--- src/rtl/tbw_pkg.sv ---
// ----------------------------------------------------------------------------
// Barycentric weights package
// Widths, item types and the saturation helper shared by the weights unit.
// ----------------------------------------------------------------------------
package tbw_pkg;

  localparam int unsigned COORD_W          = 32;
  localparam int unsigned WEIGHT_W         = 32;
  localparam int unsigned WEIGHT_FRAC_BITS = 24;

  // Exact widths of the intermediate values.
  localparam int unsigned DIFF_W  = COORD_W + 1;
  localparam int unsigned PROD_W  = 2 * DIFF_W;
  localparam int unsigned DOT_W   = PROD_W + 2;
  localparam int unsigned HALF_W  = DOT_W / 2;
  localparam int unsigned MID_W   = 2 * HALF_W + 2;
  localparam int unsigned MUL_W   = 2 * DOT_W;
  localparam int unsigned GRAM_W  = MUL_W + 1;
  localparam int unsigned NUM_W   = GRAM_W + WEIGHT_FRAC_BITS;
  localparam int unsigned RQ_W    = GRAM_W + NUM_W;
  localparam int unsigned QS_W    = NUM_W + 1;
  localparam int unsigned QA_W    = NUM_W + 3;

  localparam int unsigned NUM_DOTS     = 5;
  localparam int unsigned NUM_MULS     = 6;
  localparam int unsigned MUL_LAT      = 3;
  localparam int unsigned FRONT_STAGES = 3 + MUL_LAT + 1;
  localparam int unsigned BACK_STAGES  = NUM_W + 3;
  localparam int unsigned QUEUE_DEPTH  = 2;
  localparam int unsigned QPTR_W       = $clog2(QUEUE_DEPTH);

  // Dot product indexes.
  localparam int unsigned DOT_00 = 0;
  localparam int unsigned DOT_01 = 1;
  localparam int unsigned DOT_11 = 2;
  localparam int unsigned DOT_20 = 3;
  localparam int unsigned DOT_21 = 4;

  // Gram products: d00*d11, d01*d01, d11*d20, d01*d21, d00*d21, d01*d20.
  localparam int unsigned MUL_A [NUM_MULS] = '{DOT_00, DOT_01, DOT_11, DOT_01, DOT_00, DOT_01};
  localparam int unsigned MUL_B [NUM_MULS] = '{DOT_11, DOT_01, DOT_20, DOT_21, DOT_21, DOT_20};

  localparam logic [QA_W-1:0] WEIGHT_ONE = QA_W'(1) << WEIGHT_FRAC_BITS;

  typedef struct packed {
    logic signed [COORD_W-1:0] a_x;
    logic signed [COORD_W-1:0] a_y;
    logic signed [COORD_W-1:0] a_z;
    logic signed [COORD_W-1:0] b_x;
    logic signed [COORD_W-1:0] b_y;
    logic signed [COORD_W-1:0] b_z;
    logic signed [COORD_W-1:0] c_x;
    logic signed [COORD_W-1:0] c_y;
    logic signed [COORD_W-1:0] c_z;
    logic signed [COORD_W-1:0] p_x;
    logic signed [COORD_W-1:0] p_y;
    logic signed [COORD_W-1:0] p_z;
  } in_item_t;

  typedef struct packed {
    logic signed [WEIGHT_W-1:0] weight_c;
    logic signed [WEIGHT_W-1:0] weight_b;
    logic signed [WEIGHT_W-1:0] weight_a;
    logic                       degenerate;
    logic                       saturated;
  } out_item_t;

  typedef struct packed {
    logic signed [GRAM_W-1:0] den;
    logic signed [GRAM_W-1:0] nu;
    logic signed [GRAM_W-1:0] nv;
    logic                     degenerate;
  } gram_t;

  typedef struct packed {
    logic neg_u;
    logic neg_v;
    logic degenerate;
  } side_t;

  typedef struct packed {
    logic signed [WEIGHT_W-1:0] value;
    logic                       clip;
  } sat_t;

  function automatic sat_t sat_weight(input logic [QA_W-1:0] x);
    sat_t r;
    logic [QA_W-WEIGHT_W:0] top;
    top = x[QA_W-1:WEIGHT_W-1];
    if ((&top) || !(|top)) begin
      r.value = x[WEIGHT_W-1:0];
      r.clip  = 1'b0;
    end else begin
      r.value = x[QA_W-1] ? {1'b1, {(WEIGHT_W-1){1'b0}}} : {1'b0, {(WEIGHT_W-1){1'b1}}};
      r.clip  = 1'b1;
    end
    return r;
  endfunction

endpackage

--- src/rtl/tbw_queue.sv ---
// ----------------------------------------------------------------------------
// Gram item queue
// Short first-in first-out buffer between the front end and the divider.
// ----------------------------------------------------------------------------
module tbw_queue (
  input  logic            clk_i,
  input  logic            rst_ni,
  input  logic            push_valid_i,
  output logic            push_ready_o,
  input  tbw_pkg::gram_t  push_item_i,
  output logic            pop_valid_o,
  input  logic            pop_ready_i,
  output tbw_pkg::gram_t  pop_item_o
);

  tbw_pkg::gram_t                entry_q [tbw_pkg::QUEUE_DEPTH];
  logic [tbw_pkg::QPTR_W-1:0]    wr_ptr_q, rd_ptr_q;
  logic [tbw_pkg::QPTR_W:0]      count_q;
  logic                          push, pop;

  assign push_ready_o = (count_q != (tbw_pkg::QPTR_W + 1)'(tbw_pkg::QUEUE_DEPTH));
  assign pop_valid_o  = (count_q != '0);
  assign push         = push_valid_i & push_ready_o;
  assign pop          = pop_valid_o & pop_ready_i;
  assign pop_item_o   = entry_q[rd_ptr_q];

  always_ff @(posedge clk_i or negedge rst_ni) begin
    if (!rst_ni) begin
      wr_ptr_q <= '0;
      rd_ptr_q <= '0;
      count_q  <= '0;
    end else begin
      if (push) begin
        wr_ptr_q <= wr_ptr_q + 1'b1;
      end
      if (pop) begin
        rd_ptr_q <= rd_ptr_q + 1'b1;
      end
      if (push && !pop) begin
        count_q <= count_q + 1'b1;
      end else if (pop && !push) begin
        count_q <= count_q - 1'b1;
      end
    end
  end

  always_ff @(posedge clk_i) begin
    if (push) begin
      entry_q[wr_ptr_q] <= push_item_i;
    end
  end

endmodule

--- config.mk ---
export PLATFORM = sky130hd
export DESIGN_NAME = tbw_queue
export DESIGN_NICKNAME = d
export VERILOG_FILES = /design/src/rtl/tbw_pkg.sv /design/src/rtl/tbw_queue.sv
export SDC_FILE = /design/constraint.sdc
export NUM_CORES = 1
export LEC_CHECK = 0
export BUFFER_PORTS_ARGS = -buffer_cell sky130_fd_sc_hd__buf_4
export CORE_AREA = 2 2 324 326
export CTS_CLUSTER_DIAMETER = 200
export DETAILED_ROUTE_END_ITERATION = 7
export DIE_AREA = 0 0 326 328
export HOLD_SLACK_MARGIN = 0.12
export PLACE_DENSITY = 0.58
export SLEW_MARGIN = 20
export SYNTH_ARGS = -nofsm -noshare
export SYNTH_HDL_FRONTEND = slang
export SYNTH_SLANG_ARGS = --single-unit
--- constraint.sdc ---
create_clock -name clk_i -period 18.1 [get_ports clk_i]
set_clock_uncertainty 0.15 [all_clocks]
set_input_delay 2.715 -clock clk_i [delete_from_list [all_inputs] [get_ports clk_i]]
set_output_delay 2.715 -clock clk_i [all_outputs]
set_load 0.01 [all_outputs]
==> flow_summary.toml, run 1 <==
[run_status]
status = "completed"

[global_route]
grt-ovfl-total = 0
grt_pass1_vias = 16800
grt_first_pass_wirelength_um = 108000
grt_start_max_net_pins = 160
antenna_found_initial = 10
grt_usage = 0.135

[die]
fp.dieW_um = 326
die-area_mm2 = 0.107
ioPinCount = 830
initial_core_util = 0.291
core_area_mm2 = 0.103
row_count = 118
fp.dieH_um = 328

[worst_setup_path]
path_max_fanout = 71
path_cells = "buf_4, buf_4, buf_4, mux2_2, buf_4"
cpPeakStageDelay_ns = 1.03
end_kind = "output port"
crit_type = "flip-flop to output port"
crit_arrival_ns = 4.95
cp_top_family = "buffers and inverters"
worstPathBufferInverterCount = 4
start_kind = "flip-flop"
critical_path_required_ns = 15.24
cp_num_cells = 5
worstRegToRegCells = 7
worst_path_max_delay_cell = "dfrtp_4"
crit_top_cell = "buf_4"

[timing]
slew_viol_final = 0
fin_crit_sh = 0.432
rsz0062_at_grt = "false"
hold_violations = 0
tightest_slew_ns = 1.19
finalSetupTns_ns = 0
period_needed_ns = 7.82
fmax_mhz = 128
setup_viol = 0
slew_headroom = 0.210

[clock_tree]
clk-insertion-delay-late_ns = 0.65
cts-buffers-inserted = 89
cts_sinks = 828
path_clk_slew_ns = 0.06
cts_setup_buffers = 0
cts_hold_buf = 0
cts_resized = 0
clockBufferDepth = 3
htreeDepth = 3
cts_tree = "done"
cts-root-buf = "clkbuf_16"

[logic_synthesis]
synthArstFlopShare = 0.00483
syn_area_mm2 = 0.0301
yosys_warnings = 0
synth_seq_cells = 828
synth_top_family_by_area = "multiplexers"
synth_edf_count = 824
syn-num-nets = 1717
synthSimpleGateAreaFrac = 0.00112
synth.mux.area_fraction = 0.154
synth_top_area_cell = "edfxtp_1"
yosysMostFrequentCell = "edfxtp_1"
synth_fa_ha_area_frac = 0.000416
yosysTopAreaCellShare = 0.823
synth_xor_area_frac = 0.00146
synth.area.top_cells = "edfxtp_1 (82%), mux2_2 (15%), buf_6 (1.6%)"
synth_ff_type = "edfxtp_1"
syn-mean-instance-area_um2 = 23.1
synth-seq-area-share = 0.826
synth_compound_area_frac = 0
syn_inst = 1300
synth_commonest_cells = "edfxtp_1 (824), mux2_2 (412), buf_6 (42)"
synth_cell_types = 14

[placed_design]
hpwlAfterDp_um = 52800
io_buffers = 829
dp.cells = 3478
place.gp.congestion = 0.848

[routing]
drc = 0
drt_iter0_drc = 928
wl_per_cell_um = 20.7
vias_per_cell = 4.29
dr_total_vias = 15600
ant_nets = 0
first_pass_iters = 4
drt-total-wl_um = 75300

[power_and_ir_drop]
ir_worst_vdd_mv = 0.105
p_comb_frac = 0.313
p_leak_nw = 14.8
switching_share = 0.290
power_frac_seq = 0.416
power.switching_w = 0.00191
pwr-share-clk = 0.271
cellInternalPower_w = 0.00469
powerDensity_mw_per_mm2 = 163

[hold_path]
worstHoldPathType = "flip-flop to flip-flop"
hold_depth = 1

[final_layout]
multiInputGateArea_mm2 = 0.00474
register_area_mm2 = 0.0248
final_nets = 2606
fillers = 9396
fin_cells = 3645
drive_above_1_share = 0.614
area.growth.synth_to_final_pct = 35.1

[job]
maxCapViolations = 0
## layout make-up
type                    instances  share of cell area
clock inverters                61              0.0160
inverters                       1           0.0000924
diodes                          6            0.000370
clock buffers                 100              0.0559
repair buffers                844               0.157
well taps                    1380              0.0425
flip-flops and latches        828               0.612
multi-input cells             425               0.117
## cells in the final DEF, fill, tap and decap left out, types with 2 or more instances in the layout
cell        count
xor2_1          2
clkinvlp_4      4
clkbuf_1       11
clkinv_8        2
buf_4         842
mux2_2        412
buf_12          2
clkinv_1       23
clkinv_16       2
clkbuf_16      89
xnor2_1         3
nand2_1         2
bufinv_16      10
clkinv_4        2
clkinv_2       13
diode_2         6
edfxtp_1      824
dfrtp_1         3
inv_6           3
## state kept, by name (all words and copies together), names as in the netlist
register and count:
count_q 2, entry_q 824, rd_ptr_q 1, wr_ptr_q 1
## cells by family (layout without fill, tap and decap cells)
family / count (synthesis) / in the layout
fa+ha+maj: 1 / 1
xor+xnor: 5 / 5
flops: 828 / 828
mux: 412 / 412
other cells: 0 / 6
buf+inv: 47 / 1006
simple gates: 7 / 7
## per-stage QoR
stage	util	worst slack, ns	cell area, um2	total power [W]	hold WS [ns]
2_1_floorplan	-	3.90	30100	0.00410	0.306
3_3_place_gp	0.365	11.03	37700	0.00485	0.321
3_5_place_dp	0.365	10.91	37700	0.00488	0.336
4_1_cts	0.393	10.16	40600	0.00671	0.344
5_1_grt	0.394	9.92	40600	0.00690	0.379
6_report	0.394	10.28	40600	0.00660	0.340
## metal layers
layer  vias to the layer above  global-route usage  share of wire
li1                       6997                   -              -
met1                      7812               0.148           0.36
met2                       666               0.236           0.52
met3                       154              0.0482          0.083
met4                         8              0.0580          0.039
met5                         -                   0        0.00080
## path summary, 6_finish.rpt
kind                                         to  slack, ns       start
worst min register to register       count_q[1]       0.34  count_q[1]
min in group asynchronous              rd_ptr_q       1.70      rst_ni
worst max register to register  entry_q[0][393]      13.60  count_q[0]
worst min-delay path                 count_q[1]       0.34  count_q[1]
worst max-delay path            pop_item_o[195]      10.28    rd_ptr_q
max in group asynchronous              rd_ptr_q      15.99      rst_ni
## power by group through the flow
stage	clock, W	combinational (W)	sequential (W)
after floorplan	0	0.00118	0.00293
after global placement	0	0.00208	0.00277
after detailed placement	0	0.00209	0.00279
after CTS	0.00185	0.00210	0.00275
after global routing	0.00192	0.00219	0.00279
final	0.00179	0.00206	0.00275
(Power assumes the default switching activity.)
==> run 2: changes to the inputs <==
--- a/config.mk
+++ b/config.mk
@@ -6,12 +6,12 @@
 export NUM_CORES = 1
 export LEC_CHECK = 0
 export BUFFER_PORTS_ARGS = -buffer_cell sky130_fd_sc_hd__buf_4
-export CORE_AREA = 2 2 324 326
+export CORE_AREA = 2 2 320 322
 export CTS_CLUSTER_DIAMETER = 200
 export DETAILED_ROUTE_END_ITERATION = 7
-export DIE_AREA = 0 0 326 328
+export DIE_AREA = 0 0 322 324
 export HOLD_SLACK_MARGIN = 0.12
-export PLACE_DENSITY = 0.58
+export PLACE_DENSITY = 0.57
 export SLEW_MARGIN = 20
 export SYNTH_ARGS = -nofsm -noshare
 export SYNTH_HDL_FRONTEND = slang
==> constraint.sdc (replaced) <==
create_clock -name clk_i -period 7.7 [get_ports clk_i]
set_clock_uncertainty 0.15 [all_clocks]
set_input_delay 1.155 -clock clk_i [delete_from_list [all_inputs] [get_ports clk_i]]
set_output_delay 1.155 -clock clk_i [all_outputs]
set_load 0.01 [all_outputs]
==> run 2 against run 1 <==
Compared with the run above: clock power up 120%; wire length shrank 4.4%; hold slack gained 0.013 ns; die area down 2.4%; global-route usage down 0.57 points; flip-flop and latch count is the same; combinational power up 140%; design area down 0.47%; utilization up 0.67 points; non-clock buffer count grew 2; critical endpoint is now pop_item_o[230]; largest power group unchanged; highest routed layer unchanged.
==> flow_summary.toml, run 2 (synthesis gave the netlist of run 1 again) <==
[timing]
finalSetupTns_ns = 0
tightest_slew_ns = 1.24
slew_headroom = 0.172
hold_ws_ns = 0.353
setup_viol = 0
slew_viol_final = 0
fmax_mhz = 233
hold_violations = 0
fin_crit_sh = 0.556
rsz0062_at_grt = "false"
period_needed_ns = 4.28

[clock_tree]
cts_hold_buf = 1
cts-root-buf = "clkbuf_16"
cts_resized = 0
clockBufferDepth = 3
htreeDepth = 3
clk-insertion-delay-late_ns = 0.64
cts_setup_buffers = 0
cts_tree = "done"
cts_sinks = 828
cts-buffers-inserted = 90
path_clk_slew_ns = 0.06

[power_and_ir_drop]
p_leak_nw = 14.8
powerDensity_mw_per_mm2 = 378
ir_worst_vdd_mv = 0.430

[global_route]
antenna_found_initial = 7
grt_start_max_net_pins = 161
grt_pass1_vias = 16600
grt_first_pass_wirelength_um = 101000
grt_usage = 0.129
grt-ovfl-total = 0

[worst_setup_path]
path_max_fanout = 160
end_kind = "output port"
startpoint = "rd_ptr_q"
crit_type = "flip-flop to output port"
crit_arrival_ns = 2.98
cp-endpoint = "pop_item_o[230]"
critical_path_required_ns = 6.39
reg2reg_setup_slack_ns = 4.56
regToRegStartpoint = "count_q[0]"
start_kind = "flip-flop"
r2r_end = "entry_q[1][290]"
worstRegToRegCells = 3

[die]
fp.dieH_um = 324
die-area_mm2 = 0.104
fp.dieW_um = 322
core_area_mm2 = 0.101
ioPinCount = 830
row_count = 117
initial_core_util = 0.298

[placed_design]
place.gp.congestion = 0.764
hpwlAfterDp_um = 49500
io_buffers = 829

[routing]
drt_iter0_drc = 921
wl_per_cell_um = 20.1
ant_nets = 0
drc = 0
vias_per_cell = 4.32
dr_total_vias = 15500
drt-total-wl_um = 71900
first_pass_iters = 4

[final_layout]
drive_above_1_share = 0.606
post-route-util = 0.400
area.growth.synth_to_final_pct = 34.4
top_regs = "entry_q: 824 flops, count_q: 2 flops"
final_cell_mix = "buf_4 (838), edfxtp_1 (824), mux2_2 (412)"
largest_register_ffs = 824
final_nets = 2609
largest_register = "entry_q"
final_common_cell = "buf_4"

[hold_path]
worstHoldPathType = "flip-flop to flip-flop"

[run_status]
status = "completed"

[job]
maxCapViolations = 0
## run 2: changes by cell type in the layout (fill, tap and decap cells not counted), sizes merged
cell / before / now
buf: 844 / 845
diode: 6 / 7
clkinvlp: 4 / 2
bufinv: 10 / 2
clkinv: 42 / 33
clkbuf: 100 / 123
inv: 6 / 4
dlygate4sd3: 0 / 1
## run 2: final cells by class
type	count	area, um2
Fill cell	9202	60600
Timing Repair Buffer	846	6440
Multi-Input combinational cell	425	4760
Sequential cell	828	24800
Clock buffer	123	2450
Clock inverter	40	269
Antenna cell	7	17.5
Inverter	1	3.75
Tap cell	1309	1640
## run 2: worst min path at each step
stage	from	endpoint	slack, ns	depth (start not counted)
2_1_floorplan	count_q[1]	count_q[1]	0.31	1
3_3_place_gp	count_q[1]	count_q[1]	0.33	1
3_5_place_dp	count_q[1]	count_q[1]	0.34	1
4_1_cts	count_q[1]	count_q[1]	0.36	1
5_1_grt	count_q[1]	count_q[1]	0.38	1
6_report	count_q[1]	count_q[1]	0.35	1
## run 2: critical path, stage by stage (launching register included)
cell,delay (ns)
dfrtp_4,0.76
buf_12,0.58
mux2_2,0.47
buf_4,0.16
## run 2: stage by stage
stage	setup slack [ns]	total power, W	cell area (um2)	cells
after detailed placement	3.83	0.0115	37700	3407
after global placement	3.83	0.0114	37700	3407
after global routing	3.27	0.0160	40400	3578
final	3.42	0.0153	40400	3579
after floorplan	-0.163	0.00939	30100	1300
after CTS	3.39	0.0155	40400	3571
## run 2: where the power goes
part	internal [W]	switching, W	leakage, nW
Combinational	0.00241	0.00250	5.76
Sequential	0.00617	0.000228	7.70
Clock	0.00229	0.00167	1.31
## run 2: metal layers
metal,GRT usage,share of wire
met4,0.0583,0.031
met1,0.129,0.34
met5,0,0.00018
met3,0.0553,0.10
met2,0.232,0.53
==> run 3: changes to the inputs <==
--- a/config.mk
+++ b/config.mk
@@ -5,13 +5,14 @@
 export SDC_FILE = /design/constraint.sdc
 export NUM_CORES = 1
 export LEC_CHECK = 0
+export ABC_AREA = 1
 export BUFFER_PORTS_ARGS = -buffer_cell sky130_fd_sc_hd__buf_4
-export CORE_AREA = 2 2 320 322
+export CORE_AREA = 2 2 325 327
 export CTS_CLUSTER_DIAMETER = 200
 export DETAILED_ROUTE_END_ITERATION = 7
-export DIE_AREA = 0 0 322 324
+export DIE_AREA = 0 0 327 329
 export HOLD_SLACK_MARGIN = 0.12
-export PLACE_DENSITY = 0.57
+export PLACE_DENSITY = 0.58
 export SLEW_MARGIN = 20
 export SYNTH_ARGS = -nofsm -noshare
 export SYNTH_HDL_FRONTEND = slang
==> constraint.sdc (replaced) <==
create_clock -name clk_i -period 3.6 [get_ports clk_i]
set_clock_uncertainty 0.15 [all_clocks]
set_input_delay 0.54 -clock clk_i [delete_from_list [all_inputs] [get_ports clk_i]]
set_output_delay 0.54 -clock clk_i [all_outputs]
set_load 0.01 [all_outputs]
==> run 3 against run 2 <==
Compared with the run above: register-to-register slack got worse by 3.1 ns; via count rose by 34%; area after synthesis rose by 0.82%; final cell count rose by 37%; die area rose by 3.1%; design area rose by 11%; first-iteration DRC count rose by 26%; wire length rose by 16%.
==> flow_summary.toml, run 3 <==
[worst_setup_path]
cp_num_cells = 5
cp_top_family = "buffers and inverters"
critical_path_required_ns = 2.91
worstPathBufferInverterCount = 3
crit_type = "flip-flop to output port"
end_kind = "output port"
start_kind = "flip-flop"
worst_path_max_delay_cell = "dfrtp_4"
cpPeakStageDelay_ns = 0.51
path_cells = "clkinv_8, buf_4, nand2_1, nand2_1, buf_4"
worstRegToRegCells = 6
path_max_fanout = 102
crit_arrival_ns = 2.54

[final_layout]
final_cell_mix = "nand2_1 (1,244), buf_4 (843), edfxtp_1 (824)"
final_nets = 3872
largest_register = "entry_q"
area.growth.synth_to_final_pct = 48.7
multiInputGateArea_mm2 = 0.00476
fin_cells = 4920
register_area_mm2 = 0.0248
drive_above_1_share = 0.281
top_regs = "entry_q: 824 flops, count_q: 2 flops"
final_common_cell = "nand2_1"
largest_register_ffs = 824
fillers = 9456

[routing]
vias_per_cell = 4.20
ant_nets = 0
dr_total_vias = 20700
first_pass_iters = 4
drc = 0
drt_iter0_drc = 1162
wl_per_cell_um = 16.9
drt-total-wl_um = 83200

[timing]
hold_ws_ns = 0.373
tightest_slew_ns = 0.952
period_needed_ns = 3.23
finalSetupTns_ns = 0
setup_ws_ns = 0.371
setup_viol = 0
fin_crit_sh = 0.897
hold_violations = 0
fmax_mhz = 310
slew_headroom = 0.365
rsz0062_at_grt = "false"
slew_viol_final = 0

[global_route]
grt-ovfl-total = 0
grt_first_pass_wirelength_um = 121000
grt_start_max_net_pins = 145
grt_pass1_vias = 20500
antenna_found_initial = 6
grt_usage = 0.147

[clock_tree]
cts-buffers-inserted = 90
clk-insertion-delay-late_ns = 0.64
cts-root-buf = "clkbuf_16"
clockBufferDepth = 3
cts_sinks = 828
htreeDepth = 3
cts_tree = "done"
path_clk_slew_ns = 0.06

[run_status]
status = "completed"

[die]
row_count = 119
fp.dieW_um = 327
die-area_mm2 = 0.108
ioPinCount = 830
core_area_mm2 = 0.104
initial_core_util = 0.290
fp.dieH_um = 329

[logic_synthesis]
synth_seq_cells = 828
synth_fa_ha_area_frac = 0.000413
synth_xor_area_frac = 0.000578
syn-num-nets = 2597
synth_ff_type = "edfxtp_1"
syn-mean-instance-area_um2 = 13.9
synth_edf_count = 824
synth.mux.area_fraction = 0
synth_cell_types = 14
synth_top_family_by_area = "simple AND/OR/NAND/NOR gates"
synth_compound_area_frac = 0
synthArstFlopShare = 0.00483
synthSimpleGateAreaFrac = 0.155
synth_commonest_cells = "nand2_1 (1,246), edfxtp_1 (824), buf_2 (38)"
syn_inst = 2180
yosysMostFrequentCell = "nand2_1"
yosys_warnings = 0
syn_area_mm2 = 0.0303
synth_top_area_cell = "edfxtp_1"
synth-seq-area-share = 0.819
yosysTopAreaCellShare = 0.816
synth.area.top_cells = "edfxtp_1 (82%), nand2_1 (15%), buf_6 (1.2%)"

[hold_path]
hold_depth = 1
worstHoldPathType = "flip-flop to flip-flop"

[power_and_ir_drop]
power.switching_w = 0.0117
power_frac_seq = 0.390
p_comb_frac = 0.353
p_total_w = 0.0350
p_leak_nw = 18.8
ir_worst_vdd_mv = 0.609
switching_share = 0.334
pwr-share-clk = 0.257
powerDensity_mw_per_mm2 = 776
cellInternalPower_w = 0.0233

[placed_design]
dp.cells = 4338
pre_cts_ws_ns = 1.01
place.gp.congestion = 0.818
io_buffers = 829
hpwlAfterDp_um = 53700

[job]
maxCapViolations = 0
run 3: cell types whose count changed in the layout (fill, tap and decap cells not counted), sizes merged, moves of 3 or more:
cell | before | now
clkbuf | 123 | 110
mux2 | 412 | 0
buf | 845 | 858
bufinv | 2 | 9
dlygate4sd3 | 1 | 416
nand2 | 2 | 1246
inv | 4 | 11
clkinvlp | 2 | 5
diode | 7 | 4
run 3: path summary, 6_finish.rpt:
path,start,to,slack [ns]
min in group asynchronous,rst_ni,count_q[0],0.68
max reg2reg,count_q[0],entry_q[1][75],1.47
max,rd_ptr_q,pop_item_o[110],0.37
max in group asynchronous,rst_ni,rd_ptr_q,2.43
min,count_q[0],count_q[0],0.37
min reg2reg,count_q[0],count_q[0],0.37
run 3: final cells by class:
cell class,instances,area share
Clock buffer,110,0.0516
Clock inverter,52,0.0122
Sequential cell,828,0.551
Tap cell,1391,0.0386
Inverter,7,0.000861
Timing Repair Buffer,1274,0.239
Multi-Input combinational cell,1254,0.106
Antenna cell,4,0.000222
run 3: per-stage QoR:
step	cell area, um2	util
2_1_floorplan	30300	-
3_3_place_gp	38000	0.364
3_5_place_dp	38000	0.364
4_1_cts	45100	0.432
5_1_grt	45100	0.432
6_report	45100	0.432
run 3: cell families (layout without fill, tap and decap cells):
kind of cell	count (synthesis)	after routing
other	0	4
xor gates and xnor gates	2	2
and+or+nand+nor	1251	1251
DFF	828	828
adders and majority gates	1	1
buffers and inverters	98	1443
run 3: per-layer routing:
metal | share of wire | track usage | vias up
met2 | 0.51 | 0.259 | 685
met3 | 0.081 | 0.0464 | 155
met4 | 0.035 | 0.0637 | 4
li1 | - | - | 9950
met1 | 0.37 | 0.165 | 9876
met5 | 0.00032 | 0 | -
run 3: what timing repair did:
item,4_1_cts,5_1_grt
resized for setup,0,0
setup buffers,0,0
hold buffers,416,0
hold endpoints to repair,830,0
run 3: power groups by stage:
| stage | registers [W] | logic, W | clock network, W |
|---|---|---|---|
| floorplan | 0.0142 | 0.00604 | 0 |
| global placement | 0.0138 | 0.0121 | 0 |
| detailed placement | 0.0138 | 0.0121 | 0 |
| CTS | 0.0136 | 0.0126 | 0.00925 |
| global route | 0.0138 | 0.0135 | 0.00960 |
| finish | 0.0136 | 0.0124 | 0.00899 |
